`src/rtl/core/decision_tree_classify_assert.svh`:
```
// ----------------------------------------------------------------------------
// Assertion macros for the decision-tree classifier
// Both macros expect signals named clk and rst_n in the calling module.
// ----------------------------------------------------------------------------
`ifndef DECISION_TREE_CLASSIFY_ASSERT_SVH
`define DECISION_TREE_CLASSIFY_ASSERT_SVH

// The consequent must hold in the same cycle as the antecedent.
`define DTC_AST_IMPLY(label, ante, cons, msg) \
  label: assert property (@(posedge clk) disable iff (!rst_n) (ante) |-> (cons)) \
    else $error(msg);

// The consequent must hold in the cycle after the antecedent.
`define DTC_AST_NEXT(label, ante, cons, msg) \
  label: assert property (@(posedge clk) disable iff (!rst_n) (ante) |=> (cons)) \
    else $error(msg);

`endif

```
`src/rtl/core/dtc_pkg.sv`:
```
// ----------------------------------------------------------------------------
// dtc_pkg
// Types, codes and default sizes shared by the decision-tree classifier.
// ----------------------------------------------------------------------------
package dtc_pkg;

  localparam int MAX_NODES_DEF    = 1024;
  localparam int MAX_FEATURES_DEF = 256;
  localparam int MAX_CLASSES_DEF  = 16;

  // Queue depths; both must be powers of two so the pointers wrap naturally.
  localparam int CMDQ_DEPTH = 4;
  localparam int RESQ_DEPTH = 2;

  localparam logic [4:0] CLASS_COUNT_RST = 5'd2;

  typedef enum logic [1:0] {
    ACT_WR_NODE  = 2'd0,
    ACT_WR_LEAF  = 2'd1,
    ACT_WR_FEAT  = 2'd2,
    ACT_CLASSIFY = 2'd3
  } action_t;

  typedef enum logic [2:0] {
    OP_NOP,
    OP_NODE,
    OP_LEAF,
    OP_FEAT,
    OP_CLASSIFY
  } cmd_op_t;

  typedef struct packed {
    cmd_op_t     op;
    logic [9:0]  node;
    logic        inner;
    logic [9:0]  left;
    logic [9:0]  right;
    logic [7:0]  slot;
    logic [3:0]  cls;
    logic [31:0] data;
  } cmd_t;

  typedef struct packed {
    logic        inner;
    logic [9:0]  left;
    logic [9:0]  right;
    logic [7:0]  feature;
    logic [31:0] threshold;
  } node_rec_t;

  typedef struct packed {
    logic [3:0] cls;
    logic [9:0] leaf;
    logic       err;
  } res_t;

  typedef enum logic [2:0] {
    ES_IDLE,
    ES_NODE,
    ES_FEAT,
    ES_SCAN,
    ES_EMIT
  } eng_state_t;

endpackage

```
`src/rtl/core/dtc_front.sv`:
```
// ----------------------------------------------------------------------------
// dtc_front
// Accepts input words, sorts them into commands and queues them for the
// engine. Writes that fall outside the stores become no-ops here.
// ----------------------------------------------------------------------------
module dtc_front #(
  parameter int MAX_NODES    = dtc_pkg::MAX_NODES_DEF,
  parameter int MAX_FEATURES = dtc_pkg::MAX_FEATURES_DEF,
  parameter int MAX_CLASSES  = dtc_pkg::MAX_CLASSES_DEF
) (
  input  logic              clk,
  input  logic              rst_n,
  input  logic              push,
  output logic              full,
  input  logic [1:0]        in_action,
  input  logic [9:0]        in_node_index,
  input  logic              in_has_children,
  input  logic [9:0]        in_left_child,
  input  logic [9:0]        in_right_child,
  input  logic [7:0]        in_feature_slot,
  input  logic [31:0]       in_threshold,
  input  logic [3:0]        in_class_index,
  input  logic [31:0]       in_class_weight,
  input  logic [31:0]       in_feature_value,
  output logic              cmd_valid,
  output dtc_pkg::cmd_t     cmd,
  input  logic              cmd_pop
);

  localparam int PTR_W = (dtc_pkg::CMDQ_DEPTH > 1) ? $clog2(dtc_pkg::CMDQ_DEPTH) : 1;
  localparam int CNT_W = $clog2(dtc_pkg::CMDQ_DEPTH + 1);

  dtc_pkg::cmd_t  q_r [dtc_pkg::CMDQ_DEPTH];
  dtc_pkg::cmd_t  dec;
  logic [PTR_W-1:0] wr_ptr_r, wr_ptr_nxt;
  logic [PTR_W-1:0] rd_ptr_r, rd_ptr_nxt;
  logic [CNT_W-1:0] cnt_r, cnt_nxt;
  logic             do_push;
  logic             do_pop;
  logic             node_ok;
  logic             cls_ok;
  logic             slot_ok;

  assign node_ok = {22'd0, in_node_index} < MAX_NODES;
  assign cls_ok  = {28'd0, in_class_index} < MAX_CLASSES;
  assign slot_ok = {24'd0, in_feature_slot} < MAX_FEATURES;

  always_comb begin
    dec.node  = in_node_index;
    dec.inner = in_has_children;
    dec.left  = in_left_child;
    dec.right = in_right_child;
    dec.slot  = in_feature_slot;
    dec.cls   = in_class_index;
    dec.op    = dtc_pkg::OP_NOP;
    dec.data  = in_threshold;
    case (dtc_pkg::action_t'(in_action))
      dtc_pkg::ACT_WR_NODE: begin
        dec.op   = node_ok ? dtc_pkg::OP_NODE : dtc_pkg::OP_NOP;
        dec.data = in_threshold;
      end
      dtc_pkg::ACT_WR_LEAF: begin
        dec.op   = (node_ok && cls_ok) ? dtc_pkg::OP_LEAF : dtc_pkg::OP_NOP;
        dec.data = in_class_weight;
      end
      dtc_pkg::ACT_WR_FEAT: begin
        dec.op   = slot_ok ? dtc_pkg::OP_FEAT : dtc_pkg::OP_NOP;
        dec.data = in_feature_value;
      end
      dtc_pkg::ACT_CLASSIFY: begin
        dec.op = dtc_pkg::OP_CLASSIFY;
      end
      default: begin
        dec.op = dtc_pkg::OP_NOP;
      end
    endcase
  end

  assign full      = (cnt_r == CNT_W'(dtc_pkg::CMDQ_DEPTH));
  assign cmd_valid = (cnt_r != '0);
  assign cmd       = q_r[rd_ptr_r];
  assign do_push   = push && !full;
  assign do_pop    = cmd_pop && cmd_valid;

  always_comb begin
    wr_ptr_nxt = do_push ? wr_ptr_r + 1'b1 : wr_ptr_r;
    rd_ptr_nxt = do_pop ? rd_ptr_r + 1'b1 : rd_ptr_r;
    cnt_nxt    = cnt_r;
    if (do_push && !do_pop) begin
      cnt_nxt = cnt_r + 1'b1;
    end else if (do_pop && !do_push) begin
      cnt_nxt = cnt_r - 1'b1;
    end
  end

  always_ff @(posedge clk) begin
    if (!rst_n) begin
      wr_ptr_r <= '0;
      rd_ptr_r <= '0;
      cnt_r    <= '0;
    end else begin
      wr_ptr_r <= wr_ptr_nxt;
      rd_ptr_r <= rd_ptr_nxt;
      cnt_r    <= cnt_nxt;
    end
  end

  always_ff @(posedge clk) begin
    if (do_push) begin
      q_r[wr_ptr_r] <= dec;
    end
  end

endmodule

```
`config.mk`:
```
export PLATFORM = sky130hd
export DESIGN_NAME = dtc_front
export DESIGN_NICKNAME = d
export VERILOG_FILES = /design/src/rtl/core/decision_tree_classify_assert.svh /design/src/rtl/core/dtc_pkg.sv /design/src/rtl/core/dtc_front.sv
export SDC_FILE = /design/constraint.sdc
export NUM_CORES = 1
export LEC_CHECK = 0
export ABC_AREA = 1
export BUFFER_PORTS_ARGS = -buffer_cell sky130_fd_sc_hd__buf_2
export CAP_MARGIN = 20
export CORE_UTILIZATION = 29
export CTS_BUF_LIST = sky130_fd_sc_hd__clkbuf_4 sky130_fd_sc_hd__clkbuf_8
export CTS_CLUSTER_DIAMETER = 200
export DETAILED_ROUTE_END_ITERATION = 6
export PLACE_DENSITY = 0.45
export SLEW_MARGIN = 40
export SYNTH_ARGS = -nofsm -noshare
export SYNTH_HDL_FRONTEND = slang
export SYNTH_SLANG_ARGS = --single-unit
```
`constraint.sdc`:
```
create_clock -name clk -period 6.08 [get_ports clk]
set_input_delay 1.216 -clock clk [delete_from_list [all_inputs] [get_ports clk]]
set_output_delay 1.216 -clock clk [all_outputs]
set_load 0.02 [all_outputs]
```
== After elaboration in Yosys (flattened, before gate mapping) ==
Memories as Yosys holds them, arrays and structs flattened. A register that Yosys moved wholly into a read port is not among the register bits.
Cells that the tools add are included.
W data, S select, Z words.
Word-level totals
  register bits: 7
  bits in writable memories: 312
  input bits: 145
  output and inout port bits: 80
  word-level logic and storage cells: 30
  memories: 1
Operators by class
  add/sub/neg operators: 4
  eq/ne operators: 4
  multiplexer cells: 8
  reduce and logical (&&, ||, !) cells: 10
Memory list
  q_r: depth 4, width 78, read ports 1, clocked after memory_dff 1, wr ports 1, RTL line dtc_front.sv:33  | dtc_pkg::cmd_t q_r [dtc_pkg::CMDQ_DEPTH];
Operators with widths (number)
  $pmux W32 S2: 1
  $pmux W3 S4: 1
  $mux W3: 2
  $add A2 B1 Y2 const B: 2
  $eq A2 B2 Y1 const B: 2
  $logic_and A1 B1 Y1: 4
  $mux W2: 2
  $add A3 B1 Y3 const B: 1
  $eq A3 B3 Y1 const B: 1
  $logic_not A1 Y1: 3
  $reduce_bool A3 Y1: 1
  $sub A3 B1 Y3 const B: 1
  $eq A2 B1 Y1 const B: 1
  $logic_not A2 Y1: 1
  $mux W1: 2
  $reduce_bool A2 Y1: 1

== Logic depth before layout (Yosys ltp) ==
  word-level depth: 7
  gate-level depth with buffers: 13
  gate-level depth less buffers: 13

== Worst setup path before layout ==
OpenSTA, ideal clock, no wires.
  kind: input to register
  start point: input push
  end point: memory q_r[0][0] (netlist name), enable pin
  library setup time: 0.515 ns
  data arrival time: 4.581 ns
  data required time: 5.565 ns
  setup slack: 0.984 ns
  stages on the path: 2
  path buffers: 0
  cells stage by stage: nand2_1 nor2_1
On the way
  cells in the longest elaborated chain, start to end: 3
Ends and longest elaborated chain
  start: declaration: RTL line dtc_front.sv:13  | input logic push,
  $logic_and A1 B1 Y1: RTL line dtc_front.sv:82  | assign do_push = push && !full;
  $mux W1: RTL line dtc_front.sv:109  | if (do_push) begin
  $mux W1 (implied by the code): RTL line dtc_front.sv:110  | q_r[wr_ptr_r] <= dec;
  end: declaration: RTL line dtc_front.sv:33
No other way between the ends.

==> run metrics <==
Area Overhead vs Synth 21.4%; met1 WL 15200 µm; setup bufs post-CTS 0; Core Area 43200 µm²; input/output buffers 224; Worst slew margin 44.8%; htree depth 2; vias in the first global route 8395; crit path max fanout 42; DRT iter0 DRCs 420; hold path startpoint rd_ptr_r[0]; initial antenna violation count 0; Arr. time, crit path 2.86 ns; outcome completed; Final nets 1362; area of the die 44800 µm²; synthesized net count 1128; Synth area leaders edfxtp_1 74%, nor2_1 6.0%, o22ai_1 3.8%; Reg2Reg Depth 5; EDFF count, synth 312; DR DRC count 0; most frequent cell after synthesis edfxtp_1; Synthesis Warnings 0; worst-margin pin slew 0.829 ns; GRT overflow 0; WL met2 15500 µm; setup_tns 0 ns; final wirelength 32900 µm; top cell type's share of synthesized area 73.5%; highest routed layer met4; Post-synth top cells 312 x edfxtp_1, 202 x nor2_1, 92 x o21ai_0, 78 x o22ai_1, 67 x a21oi_1; Overall Power 6.46 mW; HP Class reg2reg; Slew Limit Fails 0; syn avg cell area 13.1 µm²; flop-to-flop setup slack 3.66 ns; Mapped Area 12700 µm²; CP endpoint kind output port; fin cells 1830; Max-Cap Viols 0; Hold Path Depth 2; drt pass-1 iters 4; post-synth top area cell edfxtp_1; Setup-failing EPs final 0; Detail Route met3 WL 1430 µm; CP Launch Type flop; GP Congestion 0.724; detailed placer's ending HPWL 19600 µm; worst slack, placed 2.52 ns; count of different cell masters after synthesis 22; Avg Vias per Cell 4.59; Fill cells 4275; die width 212 µm; layout cells sized above 1 26.7%; WL/cell 18.0 µm; Cells after DPL 1736; first-pass GRT wire length 49400 µm; Min-Delay Endpoint rd_ptr_r[0]; Die H 212 µm; Site Rows 76; CTS Sinks 321; total CTS buffers 54; CTS Buffer Depth 3; ys flop type edfxtp_1; hold_buf cts 0; Fmax achieved 245 MHz; Syn Inst Count 973; fin crit share 67.0%; Total Routing Usage GR 14.8%; leak pwr 5.55 nW; fin worst setup slack 2.00 ns; Root Driver clkbuf_8; register area share after synthesis 75.0%; Clock Pin Slew Worst Setup and Hold Paths 0.06 ns; Final ANT Viol Nets 0; Ports 225; Clk Latency, worst-skew pair 0.61 ns; final hold violation count 0; pwr/cell area 418 nW/µm²; worst hold slack 0.503 ns; Max VDD drop 144 µV; Worst Skew 0.0180 ns; number of synthesized register bits 321; Reg-to-Reg End q_r[2][65]; Post-synth ARST share 0%; Reg-to-Reg Start cnt_r[0]; via count 8395; RSZ-0062 raised after global routing no; Req. time, crit path 4.86 ns; crit path time final 4.08 ns; CTS tree built; largest net degree at the start of global routing 81; Initial Utilization 29.5%; # resized after CTS 0; WS Path Type reg2out
==> cell families (layout without fill, tap and decap cells) <==
kind of cell / Yosys count / count (layout) / synth area share [%]
buffers and inverters: 84 / 354 / 3.70
DFF: 321 / 321 / 75.0
xor gates and xnor gates: 1 / 1 / 0.0688
adders and majority gates: 10 / 10 / 1.04
AOI/OAI and AO/OA: 302 / 302 / 12.6
other: 0 / 2 / 0
and+or+nand+nor: 255 / 255 / 7.60
==> sequential cells by signal (all words and copies together) (netlist names), named ones only <==
register	cells
cnt_r	3
q_r	312
rd_ptr_r	2
wr_ptr_r	2
==> where the power goes <==
part | leakage (nW) | total (mW) | switching [mW] | internal (mW)
Combinational | 2.05 | 1.74 | 1.25 | 0.495
Sequential | 2.94 | 2.81 | 0.0835 | 2.72
Clock | 0.556 | 1.91 | 0.827 | 1.08
Total | 5.55 | 6.46 | 2.16 | 4.30
==> how the worst max path moves through the flow <==
| stage | slack, ns | cells past startpoint | end |
|---|---|---|---|
| CTS | 1.82 | 5 | cmd[2] |
| finish | 2.00 | 5 | cmd[2] |
| global route | 1.74 | 5 | cmd[2] |
| detailed placement | 2.52 | 5 | cmd[2] |
| floorplan | 0.98 | 2 | q_r[0][0] |
| global placement | 2.35 | 5 | cmd[13] |
==> layout by cell type, fill, tap and decap left out, drive strengths merged <==
| master | Yosys | final |
|---|---|---|
| o22ai | 78 | 78 |
| nor2 | 202 | 202 |
| or2 | 1 | 1 |
| diode | 0 | 2 |
| fa | 1 | 1 |
| buf | 38 | 242 |
| inv | 20 | 20 |
| a21oi | 67 | 67 |
| xor2 | 1 | 1 |
| edfxtp | 312 | 312 |
| dfxtp | 9 | 9 |
| nand2 | 47 | 47 |
| bufinv | 0 | 3 |
| nand3 | 4 | 4 |
| clkbuf | 26 | 76 |
| ha | 9 | 9 |
| clkinv | 0 | 12 |
| o21ai | 157 | 157 |
| clkinvlp | 0 | 1 |
| nand3b | 1 | 1 |
==> worst max-delay path, cell delays in order (launching register included) <==
cell,delay (ns)
dfxtp_2,0.44
inv_2,0.62
buf_4,0.58
o21ai_0,0.17
o22ai_1,0.21
buf_2,0.21
==> metal layers <==
| layer | GRT usage [%] | vias up |
|---|---|---|
| li1 | - | 4063 |
| met4 | 4.40 | 0 |
| met5 | 0 | - |
| met2 | 24.3 | 185 |
| met3 | 3.58 | 56 |
| met1 | 19.3 | 4091 |
==> cell type report <==
cell class                 instances  area [µm²]  area share, %
sequential                       321        9550           61.8
multi-input combinational        568        2750           17.8
timing repair buffer             242        1280           8.29
clock buffer                      76         915           5.92
tap                              585         732           4.73
clock inverter                    16         144          0.931
inverter                          20        80.1          0.518
antenna                            2        5.00         0.0324
==> through the flow <==
step                util (%)  cell area, µm²
floorplan                  -           12700
global placement        33.3           14400
detailed placement      33.3           14400
CTS                     35.8           15500
global route            35.8           15500
finish                  35.8           15500
Power figures use the tool's default switching activity.
