## config.mk

```make
export PLATFORM = sky130hd
export DESIGN_NAME = dtc_resq
export DESIGN_NICKNAME = d
export VERILOG_FILES = /design/src/rtl/core/decision_tree_classify_assert.svh /design/src/rtl/core/dtc_pkg.sv /design/src/rtl/core/dtc_resq.sv
export SDC_FILE = /design/constraint.sdc
export NUM_CORES = 1
export LEC_CHECK = 0
export ABC_CLOCK_PERIOD_IN_PS = 3800
export BUFFER_PORTS_ARGS = -buffer_cell sky130_fd_sc_hd__buf_2
export CAP_MARGIN = 10
export CORE_MARGIN = 5
export CORE_UTILIZATION = 45
export CTS_BUF_LIST = sky130_fd_sc_hd__clkbuf_8
export DETAILED_ROUTE_END_ITERATION = 6
export PLACE_DENSITY = 0.78
export SLEW_MARGIN = 20
export SYNTH_ARGS = -nofsm -noshare
export SYNTH_HDL_FRONTEND = slang
export SYNTH_SLANG_ARGS = --single-unit
```

## constraint.sdc

```tcl
create_clock -name clk -period 3.8 [get_ports clk]
set_clock_uncertainty 0.1 [all_clocks]
set_input_delay 0.76 -clock clk [delete_from_list [all_inputs] [get_ports clk]]
set_output_delay 0.76 -clock clk [all_outputs]
set_load 0.01 [all_outputs]
```

## src/rtl/core/decision_tree_classify_assert.svh

```systemverilog
// ----------------------------------------------------------------------------
// Assertion macros for the decision-tree classifier
// Both macros expect signals named clk and rst_n in the calling module.
// ----------------------------------------------------------------------------
`ifndef DECISION_TREE_CLASSIFY_ASSERT_SVH
`define DECISION_TREE_CLASSIFY_ASSERT_SVH

// The consequent must hold in the same cycle as the antecedent.
`define DTC_AST_IMPLY(label, ante, cons, msg) \
  label: assert property (@(posedge clk) disable iff (!rst_n) (ante) |-> (cons)) \
    else $error(msg);

// The consequent must hold in the cycle after the antecedent.
`define DTC_AST_NEXT(label, ante, cons, msg) \
  label: assert property (@(posedge clk) disable iff (!rst_n) (ante) |=> (cons)) \
    else $error(msg);

`endif

```

## src/rtl/core/dtc_pkg.sv

```systemverilog
// ----------------------------------------------------------------------------
// dtc_pkg
// Types, codes and default sizes shared by the decision-tree classifier.
// ----------------------------------------------------------------------------
package dtc_pkg;

  localparam int MAX_NODES_DEF    = 1024;
  localparam int MAX_FEATURES_DEF = 256;
  localparam int MAX_CLASSES_DEF  = 16;

  // Queue depths; both must be powers of two so the pointers wrap naturally.
  localparam int CMDQ_DEPTH = 4;
  localparam int RESQ_DEPTH = 2;

  localparam logic [4:0] CLASS_COUNT_RST = 5'd2;

  typedef enum logic [1:0] {
    ACT_WR_NODE  = 2'd0,
    ACT_WR_LEAF  = 2'd1,
    ACT_WR_FEAT  = 2'd2,
    ACT_CLASSIFY = 2'd3
  } action_t;

  typedef enum logic [2:0] {
    OP_NOP,
    OP_NODE,
    OP_LEAF,
    OP_FEAT,
    OP_CLASSIFY
  } cmd_op_t;

  typedef struct packed {
    cmd_op_t     op;
    logic [9:0]  node;
    logic        inner;
    logic [9:0]  left;
    logic [9:0]  right;
    logic [7:0]  slot;
    logic [3:0]  cls;
    logic [31:0] data;
  } cmd_t;

  typedef struct packed {
    logic        inner;
    logic [9:0]  left;
    logic [9:0]  right;
    logic [7:0]  feature;
    logic [31:0] threshold;
  } node_rec_t;

  typedef struct packed {
    logic [3:0] cls;
    logic [9:0] leaf;
    logic       err;
  } res_t;

  typedef enum logic [2:0] {
    ES_IDLE,
    ES_NODE,
    ES_FEAT,
    ES_SCAN,
    ES_EMIT
  } eng_state_t;

endpackage

```

## src/rtl/core/dtc_resq.sv

```systemverilog
// ----------------------------------------------------------------------------
// dtc_resq
// Small result queue that lets the engine finish a word while the consumer
// still holds off the previous one.
// ----------------------------------------------------------------------------
module dtc_resq (
  input  logic          clk,
  input  logic          rst_n,
  input  logic          res_push,
  input  dtc_pkg::res_t res,
  output logic          res_full,
  output logic          empty,
  input  logic          pop,
  output logic [3:0]    out_predicted_class,
  output logic [9:0]    out_reached_leaf,
  output logic          out_walk_error
);

  localparam int PTR_W = (dtc_pkg::RESQ_DEPTH > 1) ? $clog2(dtc_pkg::RESQ_DEPTH) : 1;
  localparam int CNT_W = $clog2(dtc_pkg::RESQ_DEPTH + 1);

  dtc_pkg::res_t    q_r [dtc_pkg::RESQ_DEPTH];
  dtc_pkg::res_t    head;
  logic [PTR_W-1:0] wr_ptr_r, wr_ptr_nxt;
  logic [PTR_W-1:0] rd_ptr_r, rd_ptr_nxt;
  logic [CNT_W-1:0] cnt_r, cnt_nxt;
  logic             do_push;
  logic             do_pop;

  assign res_full = (cnt_r == CNT_W'(dtc_pkg::RESQ_DEPTH));
  assign empty    = (cnt_r == '0);
  assign do_push  = res_push && !res_full;
  assign do_pop   = pop && !empty;

  assign head                = q_r[rd_ptr_r];
  assign out_predicted_class = head.cls;
  assign out_reached_leaf    = head.leaf;
  assign out_walk_error      = head.err;

  always_comb begin
    wr_ptr_nxt = do_push ? wr_ptr_r + 1'b1 : wr_ptr_r;
    rd_ptr_nxt = do_pop ? rd_ptr_r + 1'b1 : rd_ptr_r;
    cnt_nxt    = cnt_r;
    if (do_push && !do_pop) begin
      cnt_nxt = cnt_r + 1'b1;
    end else if (do_pop && !do_push) begin
      cnt_nxt = cnt_r - 1'b1;
    end
  end

  always_ff @(posedge clk) begin
    if (!rst_n) begin
      wr_ptr_r <= '0;
      rd_ptr_r <= '0;
      cnt_r    <= '0;
    end else begin
      wr_ptr_r <= wr_ptr_nxt;
      rd_ptr_r <= rd_ptr_nxt;
      cnt_r    <= cnt_nxt;
    end
  end

  always_ff @(posedge clk) begin
    if (do_push) begin
      q_r[wr_ptr_r] <= res;
    end
  end

endmodule

```

Yosys cells after proc, flatten, opt, wreduce, memory -nomap -nowiden

Memory sizes are Yosys's and may differ from the RTL's. A register that Yosys moved wholly into a read port is not among the register bits.
Cells that the tools add are included.
Widths: inputs -> output; s select.

Register bits: 4
Bits in writable memories: 30
Bits of input ports: 19
Output and inout bits: 17
Memories: 1

$add $sub $neg: 4
Equality and inequality tests: 1
Mux-type cells: 6
Reduce and logical (&&, ||, !) cells: 10

Memory list:

| name | words | bits a word | read ports | clocked after Yosys merged registers in | write ports | line           | text |
|---|---|---|---|---|---|---|---|
| q_r  | 2     | 15          | 1          | 1                                       | 1           | dtc_resq.sv:22 | `dtc_pkg::res_t q_r [dtc_pkg::RESQ_DEPTH];` |

Operators by type and width:

| operator            | count |
|---|---|
| $logic_and 1x1->1   | 4 |
| $logic_not 1->1     | 4 |
| $mux 1              | 4 |
| $mux 2              | 2 |
| $add 1x1->1 const B | 2 |
| $add 2x1->2 const B | 1 |
| $eq 2x2->1 const B  | 1 |
| $logic_not 2->1     | 1 |
| $reduce_bool 2->1   | 1 |
| $sub 2x1->2 const B | 1 |

Depth between registers and ports, before layout

Gate-level depths: netlist of run 1.

Depth in word-level cells: 7
Gate-level depth with buffers: 7

Worst setup path before layout of run 1

Ideal clock, no wire load.

Path type: input to register
From: input port res_push
To: memory q_r[0][0] (netlist name) (enable)
Setup time: 0.386 ns
Arrival time: 1.491 ns
Data required time: 3.314 ns
Slack: 1.823 ns
Cell stages on the path: 2
Path buffers: 0
Cell sequence: inv_1 > nor3_2

Longest elaborated chain between the ends: 3

RTL lines:

| element                      | line           | text |
|---|---|---|
| start, declared              | dtc_resq.sv:9  | `input logic res_push,` |
| $logic_and 1x1->1            | dtc_resq.sv:32 | `assign do_push = res_push && !res_full;` |
| $mux 1                       | dtc_resq.sv:64 | `if (do_push) begin` |
| $mux 1 (not written as such) | dtc_resq.sv:65 | `q_r[wr_ptr_r] <= res;` |
| end, declared                | dtc_resq.sv:22 |  |

Every way passes these cells.

==> results of run 1 <==
==> layout make-up <==
cell class	instances	share of cell area (%)
timing repair buffer	35	10.9
sequential	35	62.4
clock inverter	3	0.702
tap	31	2.42
clock buffer	5	4.29
multi-input combinational	33	18.8
inverter	2	0.468
==> flip-flops by register name, indices dropped and copies added (netlist names), named ones only <==
| register | flops |
|---|---|
| wr_ptr_r | 1 |
| q_r | 30 |
| cnt_r | 2 |
| rd_ptr_r | 1 |
==> cells in the final DEF (no fill, tap or decap) <==
cell and instances:
sky130_fd_sc_hd__clkbuf_8 5, sky130_fd_sc_hd__inv_2 1, sky130_fd_sc_hd__buf_2 35, sky130_fd_sc_hd__clkinv_1 2, sky130_fd_sc_hd__a21boi_1 1, sky130_fd_sc_hd__mux2_2 15, sky130_fd_sc_hd__o21ai_1 1, sky130_fd_sc_hd__nand2b_1 1
sky130_fd_sc_hd__o21ai_0 1, sky130_fd_sc_hd__xnor2_1 2, sky130_fd_sc_hd__ha_1 1, sky130_fd_sc_hd__a21boi_0 1, sky130_fd_sc_hd__nor2_1 2, sky130_fd_sc_hd__inv_1 2, sky130_fd_sc_hd__xor2_1 1, sky130_fd_sc_hd__or3_1 1
sky130_fd_sc_hd__dfxtp_1 5, sky130_fd_sc_hd__o21a_1 1, sky130_fd_sc_hd__and3_1 1, sky130_fd_sc_hd__and2_1 3, sky130_fd_sc_hd__nor3_4 1, sky130_fd_sc_hd__edfxtp_1 30
==> logic make-up after synthesis <==
group | synth area share, %
compound gates | 2.47
flops | 76.0
buf+inv | 1.52
mux | 12.8
fa+ha+maj | 0.950
simple gates | 4.18
xor+xnor | 2.00
==> worst min-delay path by stage <==
stage	start	endpoint	slack [ns]	cells after the start
floorplan	cnt_r[1]	cnt_r[1]	0.38	2
finish	cnt_r[1]	cnt_r[1]	0.45	2
detailed placement	cnt_r[1]	cnt_r[1]	0.45	2
global placement	cnt_r[1]	cnt_r[1]	0.40	2
global route	cnt_r[1]	cnt_r[1]	0.48	2
CTS	cnt_r[1]	cnt_r[1]	0.46	2
==> per-layer routing <==
metal | part of all wire [%] | vias to the layer above | GRT usage, %
met1 | 42 | 327 | 12.3
met3 | 9.2 | 4 | 6.30
met2 | 48 | 28 | 16.8
met5 | 0 | - | 0
met4 | 1.5 | 0 | 4.68
li1 | - | 347 | -
==> power by group through the flow <==
stage / registers, mW / logic [mW] / clock network, mW
finish: 0.532 / 0.279 / 0.239
global route: 0.540 / 0.304 / 0.262
CTS: 0.535 / 0.282 / 0.247
detailed placement: 0.542 / 0.279 / 0
global placement: 0.538 / 0.270 / 0
floorplan: 0.513 / 0.210 / 0
==> synth_stat cells <==
cell type                  number  area [um^2]
sky130_fd_sc_hd__dfxtp_1        5          100
sky130_fd_sc_hd__and3_1         1         6.26
sky130_fd_sc_hd__o21ai_0        1         5.00
sky130_fd_sc_hd__and2_1         3         18.8
sky130_fd_sc_hd__nand2b_1       1         6.26
sky130_fd_sc_hd__xor2_1         1         8.76
sky130_fd_sc_hd__nor3_2         1         10.0
sky130_fd_sc_hd__edfxtp_1      30          901
sky130_fd_sc_hd__xnor2_1        2         17.5
sky130_fd_sc_hd__inv_2          1         3.75
sky130_fd_sc_hd__a21boi_1       1         7.51
sky130_fd_sc_hd__nor2_1         2         7.51
sky130_fd_sc_hd__o21a_1         1         7.51
sky130_fd_sc_hd__a21boi_0       1         7.51
sky130_fd_sc_hd__ha_1           1         12.5
sky130_fd_sc_hd__buf_2          1         5.00
sky130_fd_sc_hd__or3_1          1         6.26
sky130_fd_sc_hd__inv_1          1         3.75
sky130_fd_sc_hd__buf_4          1         7.51
sky130_fd_sc_hd__o21ai_1        1         5.00
sky130_fd_sc_hd__mux2_2        15          169
==> critical path, delay by kind of cell, from the launching register on <==
family | cells | cell delay [ns]
flops | 1 | 0.73
buf+inv | 1 | 0.14
mux | 1 | 0.42
==> through the flow <==
step / cells / hold WS [ns] / power, mW
after floorplan: 72 / 0.383 / 0.723
after global placement: 136 / 0.403 / 0.808
after detailed placement: 136 / 0.451 / 0.821
after CTS: 144 / 0.460 / 1.06
after global routing: 144 / 0.481 / 1.11
final: 144 / 0.451 / 1.05
==> insert_results.sql, run 1 <==
INSERT INTO impl_metrics (metric_group, metric, value, unit) VALUES
('final_layout', 'antennaDiodeCount', '0', ''),
('synthesis', 'mappedNetlistArea', '1320', 'um^2'),
('sta', 'final_tns_setup', '0', 'ns'),
('synthesis', 'synth_warnings', '0', ''),
('routing', 'detail_route.wirelength', '2130', 'um'),
('final_layout', 'nFillCells', '232', ''),
('status', 'outcome', 'finished, final reports clean', ''),
('clocking', 'worstSkewPairLatency', '0.28', 'ns'),
('synthesis', 'synth_cell_types', '21', ''),
('critical_path', 'worstPathCellList', 'mux2_2, buf_2', ''),
('power_and_ir_drop', 'pwr-share-seq', '50.6', '%'),
('sta', 'max_clock_freq', '412', 'MHz'),
('clocking', 'clkSlewWorstSetupHoldPaths', '0.06', 'ns'),
('critical_path', 'timing_worst_setup_path_type', 'reg2out', ''),
('die', 'effective_utilization_at_floorplan', '47.3', '%'),
('die', 'die_height', '64.1', 'um'),
('final_layout', 'syn2layout_area_growth', '21.9', '%'),
('hold_path', 'min-delay-path-class', 'reg2reg', ''),
('global_routing', 'grt_pass1_vias', '735', ''),
('global_routing', 'grt_start_max_net_pins', '17', ''),
('final_layout', 'multi_input_area', '302', 'um^2'),
('routing', 'routed_wire_length_per_instance', '14.8', 'um'),
('sta', 'finalSetupViolations', '0', ''),
('sta', 'setup_slack', '1.37', 'ns'),
('power_and_ir_drop', 'clockPowerShare', '22.8', '%'),
('clocking', 'htree_num_levels', '2', ''),
('power_and_ir_drop', 'powerDensity', '655', 'nW/um^2'),
('critical_path', 'r2r-start', 'cnt_r[0]', ''),
('critical_path', 'end_kind', 'output port', ''),
('synthesis', 'share_of_the_yosys_chip_area_belonging_to_registers', '76.0', '%'),
('clocking', 'post-cts-setup-buffers', '0', ''),
('sta', 'final_number_of_hold_violating_endpoints', '0', ''),
('power_and_ir_drop', 'p_int', '0.753', 'mW'),
('final_layout', 'register_area', '1000', 'um^2'),
('synthesis', 'post_synth_inst_count', '72', ''),
('critical_path', 'reg2reg_depth', '3', ''),
('clocking', 'maximum_count_of_clock_buffers_along_a_single_path', '2', ''),
('sta', 'worst_tran_pin_value', '0.765', 'ns'),
('routing', 'route.detailed.drc', '0', ''),
('sta', 'final_max_slew_viol_count', '0', ''),
('final_layout', 'post_route_cells_drive_above_1_share', '50.4', '%'),
('critical_path', 'data_arrival_time_of_the_worst_path', '1.57', 'ns'),
('clocking', 'tritoncts.num_buffers', '5', ''),
('power_and_ir_drop', 'ir_worst_vdd', '0.000406', 'V'),
('clocking', 'cts_tree', 'yes', ''),
('critical_path', 'timing.critical_path.slowest_stage_cell', 'sky130_fd_sc_hd__dfxtp_1', ''),
('power_and_ir_drop', 'switchingPower', '0.298', 'mW'),
('final_layout', 'final_area', '1600', 'um^2'),
('routing', 'ant_nets', '0', ''),
('clocking', 'cts.hold.buffers_added', '0', ''),
('placed_design', 'detailed_place_hpwl', '1490', 'um'),
('critical_path', 'critical_path_startpoint_category', 'flop', ''),
('sta', 'period_needed', '2.43', 'ns'),
('clocking', 'clock_sink_count', '35', ''),
('routing', 'drt_iter0_drc', '26', ''),
('die', 'fp.dieArea', '4110', 'um^2'),
('global_routing', 'grt_first_pass_wirelength', '3350', 'um'),
('critical_path', 'worst-endpoint-required', '2.94', 'ns'),
('synthesis', 'yosys_register_bits', '35', ''),
('flow_run', 'max_cap_violations', '0', ''),
('synthesis', 'synthesis.area_per_instance', '18.3', 'um^2'),
('synthesis', 'syn-num-nets', '92', ''),
('critical_path', 'worst-r2r-setup-slack', '2.07', 'ns'),
('global_routing', 'number_of_antenna_violations_at_the_first_check_in_global_routing', '0', ''),
('global_routing', 'grt_usage', '10.9', '%'),
('critical_path', 'crit_fanout', '15', ''),
('power_and_ir_drop', 'combinationalPowerShare', '26.6', '%'),
('power_and_ir_drop', 'p_sw_share', '28.3', '%'),
('placed_design', 'place_ws', '1.42', 'ns'),
('final_layout', 'finalNetCount', '132', ''),
('final_layout', 'core_utilization_of_the_finished_layout', '57.7', '%');
(Power assumes the default switching activity.)
==> run 2, diff against run 1 <==
ABC_CLOCK_PERIOD_IN_PS = 2320   (was 3800)
clock period = 2.32 ns   (was 3.8 ns; I/O delays follow)
==> run 2 against run 1 <==
Sequential power increased by 59%. Final area up 1.6%. Critical path depth is 1 higher. Sequential cell count unchanged. Clock-buffer cell count stayed put. Cell count up 2.8%. Critical endpoint is now out_predicted_class[1].
==> insert_results.sql, run 2 (synthesized netlist as in run 1, its figures left out) <==
INSERT INTO impl_metrics (metric_group, metric, value, unit) VALUES
('final_layout', 'antennaDiodeCount', '0', ''),
('final_layout', 'layout_common_cells', 'sky130_fd_sc_hd__buf_2 (35), sky130_fd_sc_hd__edfxtp_1 (30), sky130_fd_sc_hd__mux2_2 (15), sky130_fd_sc_hd__dfxtp_1 (5), sky130_fd_sc_hd__clkbuf_8 (5)', ''),
('global_routing', 'grt_first_pass_wirelength', '3690', 'um'),
('sta', 'worst_tran_pin_value', '0.260', 'ns'),
('sta', 'finalSetupViolations', '0', ''),
('clocking', 'ctsRootBufferMaster', 'sky130_fd_sc_hd__clkbuf_8', ''),
('sta', 'setup_slack', '0.274', 'ns'),
('power_and_ir_drop', 'p_int', '1.25', 'mW'),
('routing', 'drt_pre_antenna_iters', '4', ''),
('critical_path', 'end_kind', 'output port', ''),
('clocking', 'maximum_count_of_clock_buffers_along_a_single_path', '2', ''),
('clocking', 'clkSlewWorstSetupHoldPaths', '0.07', 'ns'),
('sta', 'period_needed', '2.05', 'ns'),
('routing', 'routed_wire_length_per_instance', '15.2', 'um'),
('critical_path', 'critical_path_startpoint_category', 'flop', ''),
('final_layout', 'largest_reg_flops', '30', ''),
('final_layout', 'nFillCells', '225', ''),
('global_routing', 'number_of_antenna_violations_at_the_first_check_in_global_routing', '0', ''),
('critical_path', 'timing.critical_path.slowest_stage_cell', 'sky130_fd_sc_hd__dfxtp_1', ''),
('final_layout', 'post_route_cells_drive_above_1_share', '53.0', '%'),
('die', 'ioPinCount', '36', ''),
('final_layout', 'syn2layout_area_growth', '23.8', '%'),
('critical_path', 'crit_fanout', '10', ''),
('critical_path', 'cp.buffers_inverters', '2', ''),
('sta', 'rsz0062_at_grt', 'false', ''),
('global_routing', 'grt_remaining_overflow', '0', ''),
('clocking', 'post-cts-setup-buffers', '0', ''),
('die', 'fp.dieArea', '4110', 'um^2'),
('placed_design', 'place_congestion', '0.679', ''),
('status', 'outcome', 'finished, final reports clean', ''),
('power_and_ir_drop', 'clockPowerShare', '23.0', '%'),
('placed_design', 'port_buffers', '35', ''),
('sta', 'maxSlewHeadroom', '82.7', '%'),
('die', 'design.core.area', '2780', 'um^2'),
('final_layout', 'finalNetCount', '136', ''),
('global_routing', 'grt_pass1_vias', '823', ''),
('placed_design', 'detailed_place_hpwl', '1610', 'um'),
('sta', 'final.period_utilization', '88.2', '%'),
('critical_path', 'cpLargestDelayFamily', 'flip-flops', ''),
('clocking', 'cts_tree', 'yes', ''),
('die', 'effective_utilization_at_floorplan', '47.3', '%'),
('power_and_ir_drop', 'powerDensity', '1070', 'nW/um^2'),
('routing', 'vias_per_cell', '4.95', ''),
('global_routing', 'grt_start_max_net_pins', '16', ''),
('final_layout', 'mostFrequentLayoutCell', 'sky130_fd_sc_hd__buf_2', ''),
('clocking', 'worstSkewPairLatency', '0.28', 'ns'),
('routing', 'dr_total_vias', '732', ''),
('power_and_ir_drop', 'combinationalPowerShare', '28.4', '%'),
('final_layout', 'fin_cells', '148', ''),
('power_and_ir_drop', 'p_leak', '0.643', 'nW'),
('final_layout', 'core_utilization_of_the_finished_layout', '58.6', '%'),
('final_layout', 'layout_top_registers', 'q_r (30), cnt_r (2)', ''),
('power_and_ir_drop', 'switchingPower', '0.491', 'mW'),
('placed_design', 'place_inst', '140', ''),
('hold_path', 'min-delay-path-class', 'in2reg', ''),
('die', 'die_height', '64.1', 'um'),
('clocking', 'cts.hold.buffers_added', '0', ''),
('critical_path', 'data_arrival_time_of_the_worst_path', '1.48', 'ns'),
('sta', 'final_max_slew_viol_count', '0', ''),
('critical_path', 'timing_worst_setup_path_type', 'reg2out', ''),
('global_routing', 'grt_usage', '12.2', '%'),
('clocking', 'cts-resized-gates', '0', ''),
('routing', 'drt_iter0_drc', '30', ''),
('routing', 'detail_route.wirelength', '2250', 'um'),
('clocking', 'tritoncts.num_buffers', '5', ''),
('flow_run', 'max_cap_violations', '0', ''),
('placed_design', 'place_ws', '0.557', 'ns'),
('power_and_ir_drop', 'ir_worst_vdd', '0.000671', 'V'),
('die', 'placement_rows', '19', ''),
('final_layout', 'biggest_register', 'q_r', ''),
('critical_path', 'worstPathCellList', 'buf_4, mux2_2, buf_2', ''),
('sta', 'max_clock_freq', '489', 'MHz'),
('critical_path', 'worst-endpoint-required', '1.76', 'ns'),
('power_and_ir_drop', 'pwr-share-seq', '48.6', '%'),
('die', 'die_w', '64.1', 'um'),
('clocking', 'htree_num_levels', '2', ''),
('routing', 'route.detailed.drc', '0', ''),
('clocking', 'clock_sink_count', '35', ''),
('sta', 'final_tns_setup', '0', 'ns'),
('sta', 'final_number_of_hold_violating_endpoints', '0', ''),
('critical_path', 'cp_slowest_stage_delay', '0.46', 'ns'),
('routing', 'ant_nets', '0', ''),
('power_and_ir_drop', 'p_sw_share', '28.1', '%');
run 2: cell types whose count changed in the layout (fill, tap and decap cells not counted), sizes merged:
cell | previous run | this run
buf | 35 | 39
run 2: worst paths after layout:
path	from	to	slack, ns	cells past startpoint
max	flop	out_predicted_class[1]	0.27	3
min	res[3]	q_r[0][3]	0.26	1
max reg2reg	cnt_r[0]	cnt_r[1]	0.62	6
min reg2reg	cnt_r[1]	cnt_r[1]	0.42	2
run 2: routing by layer:
| metal | vias up | track usage (%) | share of wire [%] |
|---|---|---|---|
| li1 | 357 | - | - |
| met1 | 339 | 11.7 | 39 |
| met2 | 30 | 19.2 | 46 |
| met3 | 6 | 7.71 | 12 |
| met4 | 0 | 7.79 | 2.6 |
| met5 | - | 0 | 0 |
run 2: power by group through the flow:
| stage | Clock, mW | Sequential, mW | Combinational (mW) |
|---|---|---|---|
| 2_1_floorplan | 0 | 0.840 | 0.344 |
| 3_3_place_gp | 0 | 0.856 | 0.492 |
| 3_5_place_dp | 0 | 0.862 | 0.508 |
| 4_1_cts | 0.422 | 0.849 | 0.510 |
| 5_1_grt | 0.452 | 0.861 | 0.551 |
| 6_report | 0.402 | 0.847 | 0.495 |
run 2: cell type report:
| type | count | area, um^2 | share of cell area, % |
|---|---|---|---|
| Clock buffer | 5 | 68.8 | 4.22 |
| Clock inverter | 3 | 12.5 | 0.768 |
| Inverter | 2 | 7.51 | 0.461 |
| Multi-Input combinational cell | 33 | 295 | 18.1 |
| Sequential cell | 35 | 1000 | 61.4 |
| Tap cell | 31 | 38.8 | 2.38 |
| Timing Repair Buffer | 39 | 205 | 12.6 |
run 2: per-stage QoR:
stage | hold WS [ns] | power [mW] | cell area [um^2]
floorplan | 0.383 | 1.18 | 1320
global placement | 0.398 | 1.35 | 1550
detailed placement | 0.418 | 1.37 | 1550
CTS | 0.252 | 1.78 | 1630
global route | 0.253 | 1.86 | 1630
finish | 0.263 | 1.74 | 1630
